## src/flbp_pkg.sv

```systemverilog
// Shared types and constants for the framed link byte parser.
`timescale 1ns / 1ps
`default_nettype none

package flbp_pkg;

    // Sizes
    localparam int BUFFER_DEPTH_DEF = 256;
    localparam int CMD_DEPTH        = 4;
    localparam int CMD_AW           = $clog2(CMD_DEPTH);
    localparam int RES_DEPTH        = 4;
    localparam int RES_AW           = $clog2(RES_DEPTH);

    // Frame constants
    localparam logic [7:0] FRAME_OVERHEAD   = 8'd4;
    localparam logic [7:0] START_BYTE_RESET = 8'd153;

    // Action codes
    localparam logic [1:0] ACT_RX      = 2'd0;
    localparam logic [1:0] ACT_READ    = 2'd1;
    localparam logic [1:0] ACT_RELEASE = 2'd2;

    // One input transaction
    typedef struct packed {
        logic [1:0] action;
        logic [7:0] data_byte;
        logic [7:0] read_index;
    } t_in_item;

    // One result transaction
    typedef struct packed {
        logic       frame_complete;
        logic       frame_error;
        logic       overrun;
        logic       message_held;
        logic [7:0] payload_length;
        logic [7:0] read_data;
        logic [7:0] error_count;
        logic [7:0] overrun_count;
        logic [2:0] parser_phase;
    } t_out_item;

    // Classified command between front and core
    typedef struct packed {
        logic       is_rx;
        logic       is_read;
        logic       is_release;
        logic [7:0] data_byte;
        logic [7:0] read_index;
    } t_cmd;

    // Fill level of the result queue, seen by the core
    typedef struct packed {
        logic [RES_AW:0] count;
    } t_resq_status;

endpackage

`default_nettype wire

```

## src/flbp_front.sv

```systemverilog
// Front end: decodes incoming transactions and queues them for the core.
`timescale 1ns / 1ps
`default_nettype none

module flbp_front (
    input  wire logic              i_clk,
    input  wire logic              i_rst_n,
    input  wire logic              i_push,
    output logic                   o_full,
    input  wire flbp_pkg::t_in_item i_item,
    output logic                   o_cmd_valid,
    output flbp_pkg::t_cmd         o_cmd,
    input  wire logic              i_cmd_pop
);

    flbp_pkg::t_cmd                r_queue [flbp_pkg::CMD_DEPTH];
    logic [flbp_pkg::CMD_AW-1:0]   r_wr_ptr, n_wr_ptr;
    logic [flbp_pkg::CMD_AW-1:0]   r_rd_ptr, n_rd_ptr;
    logic [flbp_pkg::CMD_AW:0]     r_count, n_count;
    flbp_pkg::t_cmd                w_cmd;
    logic                          w_push;
    logic                          w_pop;

    // Classify the action into command flags: at most one is set, none for an unused code
    always_comb begin
        w_cmd.is_rx      = (i_item.action == flbp_pkg::ACT_RX);
        w_cmd.is_read    = (i_item.action == flbp_pkg::ACT_READ);
        w_cmd.is_release = (i_item.action == flbp_pkg::ACT_RELEASE);
        w_cmd.data_byte  = i_item.data_byte;
        w_cmd.read_index = i_item.read_index;
    end

    assign o_full      = (r_count == (flbp_pkg::CMD_AW + 1)'(flbp_pkg::CMD_DEPTH));
    assign w_push      = i_push && !o_full;
    assign o_cmd_valid = (r_count != '0);
    assign w_pop       = i_cmd_pop && o_cmd_valid;
    assign o_cmd       = r_queue[r_rd_ptr];

    // Advance pointers and fill level
    always_comb begin
        n_wr_ptr = w_push ? r_wr_ptr + 1'b1 : r_wr_ptr;
        n_rd_ptr = w_pop  ? r_rd_ptr + 1'b1 : r_rd_ptr;
        n_count  = r_count + (flbp_pkg::CMD_AW + 1)'(w_push)
                           - (flbp_pkg::CMD_AW + 1)'(w_pop);
    end

    always_ff @(posedge i_clk) begin
        if (!i_rst_n) begin
            r_wr_ptr <= '0;
            r_rd_ptr <= '0;
            r_count  <= '0;
        end else begin
            r_wr_ptr <= n_wr_ptr;
            r_rd_ptr <= n_rd_ptr;
            r_count  <= n_count;
        end
    end

    // Store the classified command
    always_ff @(posedge i_clk) begin
        if (w_push) begin
            r_queue[r_wr_ptr] <= w_cmd;
        end
    end

endmodule

`default_nettype wire

```

## src/flbp_core.sv

```systemverilog
// Core: frame parser state machine, checksums, counters and payload store.
`timescale 1ns / 1ps
`default_nettype none

module flbp_core #(
    parameter int BUFFER_DEPTH = flbp_pkg::BUFFER_DEPTH_DEF
) (
    input  wire logic                   i_clk,
    input  wire logic                   i_rst_n,
    input  wire logic                   i_cfg_we,
    input  wire logic [7:0]             i_cfg_data,
    input  wire logic                   i_cmd_valid,
    input  wire flbp_pkg::t_cmd         i_cmd,
    output logic                        o_cmd_pop,
    input  wire flbp_pkg::t_resq_status i_resq,
    output logic                        o_res_push,
    output flbp_pkg::t_out_item         o_res_data
);

    localparam int         AW        = $clog2(BUFFER_DEPTH);
    localparam logic [8:0] DEPTH_LIM = 9'(BUFFER_DEPTH);
    localparam int         CW        = flbp_pkg::RES_AW + 1;

    typedef enum logic [2:0] {
        PH_IDLE  = 3'd0,
        PH_START = 3'd1,
        PH_PAY   = 3'd2,
        PH_GOTP  = 3'd3,
        PH_GOTA  = 3'd4
    } t_phase;

    t_phase              r_phase, n_phase;
    logic                r_held, n_held;
    logic [7:0]          r_len, n_len;
    logic [7:0]          r_pos, n_pos;
    logic [7:0]          r_sum_a, n_sum_a;
    logic [7:0]          r_sum_b, n_sum_b;
    logic [7:0]          r_err_cnt, n_err_cnt;
    logic [7:0]          r_ovr_cnt, n_ovr_cnt;
    logic [7:0]          r_start_byte;
    logic                r_stage_valid;
    flbp_pkg::t_out_item r_stage, n_stage;
    logic                r_rd_ok;
    logic [7:0]          r_mem_q;
    logic [7:0]          r_store [BUFFER_DEPTH];

    logic                w_fire;
    logic [CW:0]         w_credit_used;
    logic                w_done, w_bad, w_ovr;
    logic [7:0]          w_sum_a_pay;
    logic [7:0]          w_pos_inc;
    logic [8:0]          w_len_ext;
    logic                w_store_wr;
    logic                w_idx_ok;

    // Take a command only when the result queue has room for it and the stage
    assign w_credit_used = {1'b0, i_resq.count} + {{CW{1'b0}}, r_stage_valid};
    assign w_fire        = i_cmd_valid && (w_credit_used < (CW + 1)'(flbp_pkg::RES_DEPTH));
    assign o_cmd_pop     = w_fire;

    assign w_sum_a_pay = r_sum_a + i_cmd.data_byte;
    assign w_pos_inc   = r_pos + 8'd1;
    assign w_len_ext   = {1'b0, i_cmd.data_byte} - {1'b0, flbp_pkg::FRAME_OVERHEAD};
    assign w_store_wr  = w_fire && i_cmd.is_rx && (r_phase == PH_PAY)
                         && ({1'b0, r_pos} < DEPTH_LIM);
    assign w_idx_ok    = ({1'b0, i_cmd.read_index} < DEPTH_LIM);

    // Work out the next parser state for the command at the queue head
    always_comb begin
        n_phase   = r_phase;
        n_held    = r_held;
        n_len     = r_len;
        n_pos     = r_pos;
        n_sum_a   = r_sum_a;
        n_sum_b   = r_sum_b;
        n_err_cnt = r_err_cnt;
        n_ovr_cnt = r_ovr_cnt;
        w_done    = 1'b0;
        w_bad     = 1'b0;
        w_ovr     = 1'b0;

        if (w_fire && i_cmd.is_rx) begin
            case (r_phase)
                PH_IDLE: begin
                    if (i_cmd.data_byte == r_start_byte) begin
                        n_phase = PH_START;
                    end
                end
                PH_START: begin
                    if (r_held) begin
                        w_ovr     = 1'b1;
                        w_bad     = 1'b1;
                        n_ovr_cnt = r_ovr_cnt + 8'd1;
                    end else if (i_cmd.data_byte < flbp_pkg::FRAME_OVERHEAD
                                 || w_len_ext > DEPTH_LIM) begin
                        w_bad = 1'b1;
                    end else begin
                        n_len   = w_len_ext[7:0];
                        n_sum_a = i_cmd.data_byte;
                        n_sum_b = i_cmd.data_byte;
                        n_pos   = 8'd0;
                        n_phase = (w_len_ext[7:0] == 8'd0) ? PH_GOTP : PH_PAY;
                    end
                end
                PH_PAY: begin
                    n_sum_a = w_sum_a_pay;
                    n_sum_b = r_sum_b + w_sum_a_pay;
                    n_pos   = w_pos_inc;
                    if (w_pos_inc == r_len) begin
                        n_phase = PH_GOTP;
                    end
                end
                PH_GOTP: begin
                    if (i_cmd.data_byte != r_sum_a) begin
                        w_bad = 1'b1;
                    end else begin
                        n_phase = PH_GOTA;
                    end
                end
                PH_GOTA: begin
                    if (i_cmd.data_byte != r_sum_b) begin
                        w_bad = 1'b1;
                    end else begin
                        n_held  = 1'b1;
                        w_done  = 1'b1;
                        n_phase = PH_IDLE;
                    end
                end
                default: begin
                    w_bad = 1'b1;
                end
            endcase

            // Drop the frame and restart on any error
            if (w_bad) begin
                n_err_cnt = r_err_cnt + 8'd1;
                n_phase   = PH_IDLE;
            end
        end else if (w_fire && i_cmd.is_release) begin
            n_held = 1'b0;
        end

        n_stage.frame_complete = w_done;
        n_stage.frame_error    = w_bad;
        n_stage.overrun        = w_ovr;
        n_stage.message_held   = n_held;
        n_stage.payload_length = n_len;
        n_stage.read_data      = 8'd0;
        n_stage.error_count    = n_err_cnt;
        n_stage.overrun_count  = n_ovr_cnt;
        n_stage.parser_phase   = n_phase;
    end

    // Hold parser state, configuration and the result stage
    always_ff @(posedge i_clk) begin
        if (!i_rst_n) begin
            r_phase       <= PH_IDLE;
            r_held        <= 1'b0;
            r_len         <= 8'd0;
            r_pos         <= 8'd0;
            r_sum_a       <= 8'd0;
            r_sum_b       <= 8'd0;
            r_err_cnt     <= 8'd0;
            r_ovr_cnt     <= 8'd0;
            r_start_byte  <= flbp_pkg::START_BYTE_RESET;
            r_stage_valid <= 1'b0;
            r_stage       <= '0;
            r_rd_ok       <= 1'b0;
        end else begin
            r_phase       <= n_phase;
            r_held        <= n_held;
            r_len         <= n_len;
            r_pos         <= n_pos;
            r_sum_a       <= n_sum_a;
            r_sum_b       <= n_sum_b;
            r_err_cnt     <= n_err_cnt;
            r_ovr_cnt     <= n_ovr_cnt;
            r_stage_valid <= w_fire;
            if (w_fire) begin
                r_stage <= n_stage;
                r_rd_ok <= i_cmd.is_read && w_idx_ok;
            end
            if (i_cfg_we) begin
                r_start_byte <= i_cfg_data;
            end
        end
    end

    // Payload store: one write port, one registered read port
    always_ff @(posedge i_clk) begin
        if (w_store_wr) begin
            r_store[r_pos[AW-1:0]] <= i_cmd.data_byte;
        end
        if (w_fire && i_cmd.is_read) begin
            r_mem_q <= r_store[i_cmd.read_index[AW-1:0]];
        end
    end

    // Merge the read data into the staged result
    always_comb begin
        o_res_data           = r_stage;
        o_res_data.read_data = r_rd_ok ? r_mem_q : 8'd0;
    end
    assign o_res_push = r_stage_valid;

endmodule

`default_nettype wire

```

## src/flbp_res_queue.sv

```systemverilog
// Result queue: holds finished result transactions until they are popped.
`timescale 1ns / 1ps
`default_nettype none

module flbp_res_queue (
    input  wire logic                 i_clk,
    input  wire logic                 i_rst_n,
    input  wire logic                 i_push,
    input  wire flbp_pkg::t_out_item  i_data,
    output flbp_pkg::t_resq_status    o_status,
    output logic                      o_empty,
    output flbp_pkg::t_out_item       o_data,
    input  wire logic                 i_pop
);

    flbp_pkg::t_out_item           r_queue [flbp_pkg::RES_DEPTH];
    logic [flbp_pkg::RES_AW-1:0]   r_wr_ptr, n_wr_ptr;
    logic [flbp_pkg::RES_AW-1:0]   r_rd_ptr, n_rd_ptr;
    logic [flbp_pkg::RES_AW:0]     r_count, n_count;
    logic                          w_pop;

    assign o_empty        = (r_count == '0);
    assign w_pop          = i_pop && !o_empty;
    assign o_data         = r_queue[r_rd_ptr];
    assign o_status.count = r_count;

    // Advance pointers and fill level; the core never pushes when full
    always_comb begin
        n_wr_ptr = i_push ? r_wr_ptr + 1'b1 : r_wr_ptr;
        n_rd_ptr = w_pop  ? r_rd_ptr + 1'b1 : r_rd_ptr;
        n_count  = r_count + (flbp_pkg::RES_AW + 1)'(i_push)
                           - (flbp_pkg::RES_AW + 1)'(w_pop);
    end

    always_ff @(posedge i_clk) begin
        if (!i_rst_n) begin
            r_wr_ptr <= '0;
            r_rd_ptr <= '0;
            r_count  <= '0;
        end else begin
            r_wr_ptr <= n_wr_ptr;
            r_rd_ptr <= n_rd_ptr;
            r_count  <= n_count;
        end
    end

    // Store the result
    always_ff @(posedge i_clk) begin
        if (i_push) begin
            r_queue[r_wr_ptr] <= i_data;
        end
    end

endmodule

`default_nettype wire

```

## src/framed_link_byte_parser_top.sv

```systemverilog
// Top level of the framed link byte parser.
`timescale 1ns / 1ps
`default_nettype none

// Framed link byte parser. Each input transaction (receive a link byte, read a
// stored payload byte, or release the held message) yields exactly one result
// transaction, in order. The block takes one transaction per clock unless the
// result queue backs up: the front end queues classified commands, the core
// executes one per cycle while the result queue has room, through its parser
// update and the one write and one read port of the payload store, and a
// four-entry result queue decouples the consumer. Each result is registered in
// the core's result stage and then in the result queue. The start byte
// register may be written only while no transaction is in flight.
module framed_link_byte_parser_top #(
    parameter int BUFFER_DEPTH = flbp_pkg::BUFFER_DEPTH_DEF
) (
    input  wire logic                i_clk,
    input  wire logic                i_rst_n,
    input  wire logic                push,
    output logic                     full,
    input  wire flbp_pkg::t_in_item  i_item,
    input  wire logic                i_cfg_we,
    input  wire logic [7:0]          i_cfg_data,
    input  wire logic                pop,
    output logic                     empty,
    output flbp_pkg::t_out_item      o_result
);

    logic                   w_cmd_valid;
    flbp_pkg::t_cmd         w_cmd;
    logic                   w_cmd_pop;
    flbp_pkg::t_resq_status w_resq;
    logic                   w_res_push;
    flbp_pkg::t_out_item    w_res_data;

    // Accept and classify
    flbp_front u_front (
        .i_clk       (i_clk),
        .i_rst_n     (i_rst_n),
        .i_push      (push),
        .o_full      (full),
        .i_item      (i_item),
        .o_cmd_valid (w_cmd_valid),
        .o_cmd       (w_cmd),
        .i_cmd_pop   (w_cmd_pop)
    );

    // Execute
    flbp_core #(
        .BUFFER_DEPTH (BUFFER_DEPTH)
    ) u_core (
        .i_clk       (i_clk),
        .i_rst_n     (i_rst_n),
        .i_cfg_we    (i_cfg_we),
        .i_cfg_data  (i_cfg_data),
        .i_cmd_valid (w_cmd_valid),
        .i_cmd       (w_cmd),
        .o_cmd_pop   (w_cmd_pop),
        .i_resq      (w_resq),
        .o_res_push  (w_res_push),
        .o_res_data  (w_res_data)
    );

    // Queue results
    flbp_res_queue u_res_queue (
        .i_clk    (i_clk),
        .i_rst_n  (i_rst_n),
        .i_push   (w_res_push),
        .i_data   (w_res_data),
        .o_status (w_resq),
        .o_empty  (empty),
        .o_data   (o_result),
        .i_pop    (pop)
    );

`ifndef SYNTHESIS
    // A frame cannot both complete and fail on one byte
    a_done_not_err: assert property (@(posedge i_clk) disable iff (!i_rst_n)
        !empty |-> !(o_result.frame_complete && o_result.frame_error))
        else $error("result reports both frame complete and frame error");

    // An overrun always counts as an error
    a_ovr_is_err: assert property (@(posedge i_clk) disable iff (!i_rst_n)
        (!empty && o_result.overrun) |-> o_result.frame_error)
        else $error("overrun reported without frame error");

    // Reset leaves the result queue empty and the command queue not full
    a_reset_empty: assert property (@(posedge i_clk)
        !i_rst_n |=> (empty && !full))
        else $error("queues not empty after reset");
`endif

endmodule

`default_nettype wire

```

## config.mk

```make
export PLATFORM = sky130hd
export DESIGN_NAME = framed_link_byte_parser_top
export DESIGN_NICKNAME = d
export VERILOG_FILES = /design/src/flbp_pkg.sv /design/src/flbp_front.sv /design/src/flbp_core.sv /design/src/flbp_res_queue.sv /design/src/framed_link_byte_parser_top.sv
export SDC_FILE = /design/constraint.sdc
export NUM_CORES = 2
export LEC_CHECK = 0
export BUFFER_PORTS_ARGS = -buffer_cell sky130_fd_sc_hd__buf_2
export CORE_ASPECT_RATIO = 1.2
export CORE_UTILIZATION = 45
export CTS_BUF_LIST = sky130_fd_sc_hd__clkbuf_4 sky130_fd_sc_hd__clkbuf_8 sky130_fd_sc_hd__clkbuf_16
export DETAILED_ROUTE_END_ITERATION = 8
export PLACE_DENSITY = 0.7
export SETUP_SLACK_MARGIN = 0.02
export SYNTH_ARGS = -nofsm -noshare
export SYNTH_HDL_FRONTEND = slang
export SYNTH_SLANG_ARGS = --single-unit
```

## constraint.sdc

```tcl
create_clock -name i_clk -period 21.1 [get_ports i_clk]
set_input_delay 4.22 -clock i_clk [delete_from_list [all_inputs] [get_ports i_clk]]
set_output_delay 4.22 -clock i_clk [all_outputs]
set_load 0.05 [all_outputs]
```

Word-level counts from Yosys, hierarchy flattened
Memory sizes are Yosys's and may differ from the RTL's. A register that Yosys moved wholly into a read port is not among the register bits.
Cells that the tools add are included.

word-level totals
  register bits after elaboration = 107
  input port bits = 31
  word-level logic and storage cells = 132
  memories kept = 3
  memory bits (writable) = 2280
  output and inout port bits = 41

memories
  name                 words  bits a word  read ports  clocked after Yosys merged registers in  write ports  RTL line              source
  u_core.r_store       256    8            1           1                                        1            flbp_core.sv:45       logic [7:0] r_store [BUFFER_DEPTH];
  u_res_queue.r_queue  4      39           1           1                                        1            flbp_res_queue.sv:16  flbp_pkg::t_out_item r_queue [flbp_pkg::RES_DEPTH];
  u_front.r_queue      4      19           1           1                                        1            flbp_front.sv:16      flbp_pkg::t_cmd r_queue [flbp_pkg::CMD_DEPTH];

operators by class
  reduce and logical (&&, ||, !) cells = 19
  add/sub/neg operators = 15
  multiplexer cells = 54
  equal/unequal tests = 13
  order comparisons = 3

operator list
  kind                                                                          number
  8-bit two-way mux                                                             14
  8-bit one-hot mux with 2 select lines                                         3
  8-bit by 1-bit adder with 8-bit output, second input constant                 3
  3-bit two-way mux                                                             8
  1-bit two-way mux                                                             23
  8-bit adder                                                                   2
  8-bit equality test                                                           2
  8-bit != test                                                                 2
  3-bit one-hot mux with 5 select lines                                         1
  9-bit greater-than comparator, second input constant                          1
  8-bit by 3-bit subtractor with 9-bit output, second input constant            1
  2-bit by 1-bit adder with 2-bit output, second input constant                 4
  1-bit logical AND                                                             8
  8-bit zero test                                                               1
  8-bit by 3-bit less-than comparator with 1-bit output, second input constant  1
  2-bit two-way mux                                                             4
  3-bit by 1-bit adder with 3-bit output                                        2
  3-bit by 2-bit equality test with 1-bit output, second input constant         2
  3-bit equality test, second input constant                                    2
  3-bit zero test                                                               2
  3-bit by 1-bit subtractor with 3-bit output                                   2
  3-bit by 1-bit adder with 4-bit output                                        1
  4-bit by 3-bit less-than comparator with 1-bit output, second input constant  1
  2-bit != test, second input constant                                          2
  other kinds (11)                                                              12

Depth between registers and ports, before layout
  word-level depth = 9
  mapped depth = 17
  depth with buffers taken out = 15

Hierarchy
From an unflattened synthesis, not the netlist that was laid out.

second synthesis, totals
  cells, all modules = 4579
  area, all modules = 93211.9 µm²

by module, submodules not included
  module          cells each  seq. area each (µm²)  instances  area an instance (µm²)
  flbp_core       4182        63601.0               1          83846.7
  flbp_res_queue  246         4864.7                1          6082.1
  flbp_front      151         2462.4                1          3283.1

Worst setup path before layout
No wires, ideal clock.

  kind = register to register
  from = reg (tool-made name)
  to = reg u_core.r_sum_b[7]
  setup time = 0.123 ns
  path buffers = 2
  data required time = 20.977 ns
  slack = 13.771 ns
  arrival time = 7.207 ns
  cell stages (with the launch flop) = 15
  period minus slack after synthesis = 7.329 ns
  cell sequence = dfxtp_1 > buf_6 > mux4_2 > clkbuf_1 > ha_1 > inv_1 > o21bai_1 > a21oi_1 > xnor2_1 > ha_1 > a2111oi_0 > nor3b_1 > a211oi_1 > nand3b_1 > a21oi_1

RTL lines
  element                 RTL line          source
  end signal: assignment  flbp_core.sv:175  r_sum_b <= n_sum_b;
  end: declaration        flbp_core.sv:37   logic [7:0] r_sum_b, n_sum_b;

==> key figures <==
Global route
  • Total grt overflow: 0
  • Initial antenna violation count: 8
  • Most Crowded Layer GR: met2
  • Vias in the first global route: 52,300
  • Met2 GRT Util: 37.0%
  • Largest net degree at the start of global routing: 158
  • Grt met3 use: 3.42%
  • First-pass GRT wire length: 348,000 um
  • Routing usage on met1: 27.2%
  • Overall Global Routing Usage: 21.9%

Worst setup path
  • CP Capture Point: u_core.r_mem_q[7]
  • Startpoint Class: register
  • R2R Setup Slk: 13.67 ns
  • Reg2Reg Capture Point: u_core.r_mem_q[7]
  • Reg2Reg Depth: 13
  • Crit path required time: 21.80 ns
  • Critical-path maximum fanout: 157
  • Worst Setup End Kind: register
  • Crit path arrival time: 8.13 ns
  • Kind of critical path: register to register

Power and ir drop
  • Power per cell area: 137 nW/um^2
  • Pwr Total: 0.0145 W
  • Lkg Pwr: 33.8 nW
  • Maximum vdd drop: 121 uV

Detailed routing
  • Routed wire per std cell: 26.7 um
  • Drt first pass iters: 8
  • Final routed DRC violation total: 0
  • Total Wirelength: 237,000 um
  • Vias after detailed routing: 53,200
  • Routed Antenna Nets: 0
  • Iter 0 DRT Violations: 5,587
  • Vias per inst: 5.99

Logic synthesis
  • Top-area cell type share of the netlist area: 72.4%
  • Post-synthesis sequential area ratio: 74.8%
  • Synth cell types: 65
  • Post-synth top cells: edfxtp_1, nand2_1, nor2_1, mux2i_1, clkbuf_1
  • Netlist Area Pre-Place: 94,900 um^2
  • Async S/R FF share, synth: 0%
  • Post-synthesis net count: 5,975
  • Register bit total from synthesis: 2,399
  • Yosys top cell by area: edfxtp_1
  • Synth Flop Type: edfxtp_1
  • Avg Cell Area, Syn: 16.1 um^2
  • Number of synthesized flops with an enable pin: 2,288
  • Cell with the most instances after synthesis: edfxtp_1
  • Area contributors post-synth: edfxtp_1, mux2i_1, mux4_2, nand2_1, dfxtp_1
  • Synth Instances: 5,905
  • Yosys warns: 0

STA
  • Final hold vios: 0
  • Final setup vio count: 0
  • Clk_skew: 0.0433 ns
  • Setup TNS: 0 ns
  • Min Tclk post-route: 7.43 ns
  • RSZ-0062 raised after global routing: no
  • Fin crit share: 35.2%
  • Highest clock rate: 0.135 GHz
  • Fin. max-slew vios: 0
  • Slew HR: 16.2%
  • Pin slew with the least headroom to its limit: 1.25 ns

CTS
  • CTS buffer count: 214
  • Deepest clock path buffer count: 3
  • Resize count post-CTS: 0
  • Postcts setup bufs: 0
  • Clock transition at the registers of the reported paths: 0.06 ns
  • Clock Sinks: 2,399
  • Root buf cell: clkbuf_16
  • TritonCTS clock tree: built
  • # hold bufs at CTS: 0
  • Clk_lat worst skew: 0.86 ns
  • Htree depth: 4

Layout
  • Final Cell Area: 105,000 um^2
  • Area delta synth->final: 10.9%
  • Share of layout cells above drive strength 1: 12.1%
  • Final net count: 5,969
  • Non-filler cells, final: 8,881

Die
  • Die width: 421 um
  • Floorplan core area: 210,000 um^2
  • Starting density of the core: 45.3%
  • IO Count: 72
  • Die Height: 505 um
  • Rows: 184
  • Die area: 213,000 um^2

Placement
  • Dpl cells: 8,473
  • DP Wirelength: 139,000 um
  • RePlAce Congestion: 0.852
  • Port bufs: 71
  • Post-placement cell area: 98,000 um^2

Outcome
  • Outcome: finished clean

Flow run
  • Max Cap Violations: 0

Worst hold path
  • HP Class: register to register
  • Hold Path Origin: u_core.r_sum_a[2]
[worst min-delay path by stage]
stage,depth (start not counted),endpoint
finish,2,u_core.r_sum_a[2]
global route,2,u_core.r_sum_a[2]
CTS,2,u_core.r_sum_a[2]
detailed placement,2,u_core.r_sum_a[2]
global placement,2,u_core.r_sum_a[2]
floorplan,2,u_core.r_sum_a[2]
[sequential cells by signal (all words and copies together) (netlist names), 2 cells and up, named ones only]
register	flops
u_core.o_res_data	31
u_core.r_sum_b	8
u_front.r_rd_ptr	2
u_res_queue.r_queue	156
u_core.r_len	8
u_core.r_ovr_cnt	8
u_res_queue.r_wr_ptr	2
u_core.r_mem_q	8
u_core.r_err_cnt	8
u_front.r_count	3
u_res_queue.o_status	3
u_core.r_pos	8
u_core.r_start_byte	8
u_front.r_wr_ptr	2
u_res_queue.r_rd_ptr	2
u_core.r_phase	3
u_core.r_store	2048
u_front.r_queue	76
u_core.r_sum_a	8
[area by class of cell]
class / count / area (um^2)
diodes: 6 / 15.0
clock buffers: 268 / 5840
clock inverters: 134 / 1380
fillers: 16900 / 104000
inverters: 24 / 90.1
multi-input cells: 3086 / 22300
flip-flops and latches: 2399 / 70900
well taps: 2790 / 3490
repair buffers: 174 / 1180
[per-stage QoR]
| stage | hold slack (ns) | utilization (%) | worst slack (ns) |
|---|---|---|---|
| 2_1_floorplan | 0.436 | - | 13.77 |
| 3_3_place_gp | 0.444 | 46.8 | 13.95 |
| 3_5_place_dp | 0.456 | 46.8 | 13.82 |
| 4_1_cts | 0.466 | 50.2 | 13.79 |
| 5_1_grt | 0.514 | 50.2 | 13.36 |
| 6_report | 0.464 | 50.2 | 13.67 |
[critical path, stage by stage (launching register included)]
cell and delay, ns:
dfxtp_2 0.31, buf_4 0.42, mux4_4 1.00, buf_12 0.58, buf_4 0.76, buf_4 0.63, buf_4 0.68, buf_4 0.77
mux2i_1 0.20, a32oi_1 0.24, a21oi_1 0.13, o41ai_1 0.88, o31ai_1 0.20, nand4b_1 0.15
[power breakdown]
| part | internal (W) | switching, W |
|---|---|---|
| Clock | 0.00226 | 0.00172 |
| Sequential | 0.00596 | 0.0000840 |
| Combinational | 0.00123 | 0.00321 |
| Total | 0.00945 | 0.00501 |
[metal layers]
metal  routed length [um]  part of all wire, %
met5                   64                0.027
met4                12800                  5.4
met1                89000                   37
met3                17700                  7.4
met2               118000                   50
[cell families (layout without fill, tap and decap cells)]
family | Yosys count | in the layout | share of synthesized area [%]
AOI/OAI and AO/OA | 874 | 874 | 6.87
xor gates and xnor gates | 64 | 64 | 0.591
adders and majority gates | 39 | 39 | 0.546
buffers and inverters | 420 | 600 | 1.93
DFF | 2399 | 2399 | 74.8
muxes | 561 | 561 | 8.14
other | 0 | 6 | 0
and+or+nand+nor | 1548 | 1548 | 7.17
[cell usage in the layout (no fill, tap or decap), types with 71 or more instances in the layout]
master,instances
mux2i_1,388
nand3_1,94
a32oi_1,98
clkbuf_16,217
o22ai_1,80
dfxtp_1,108
a211oi_1,200
nand2_1,629
buf_2,71
a311oi_1,100
o221ai_1,80
mux4_2,158
a21oi_1,81
nor2b_1,175
buf_4,99
nor2_1,458
edfxtp_1,2288
Power figures use the tool's default switching activity.
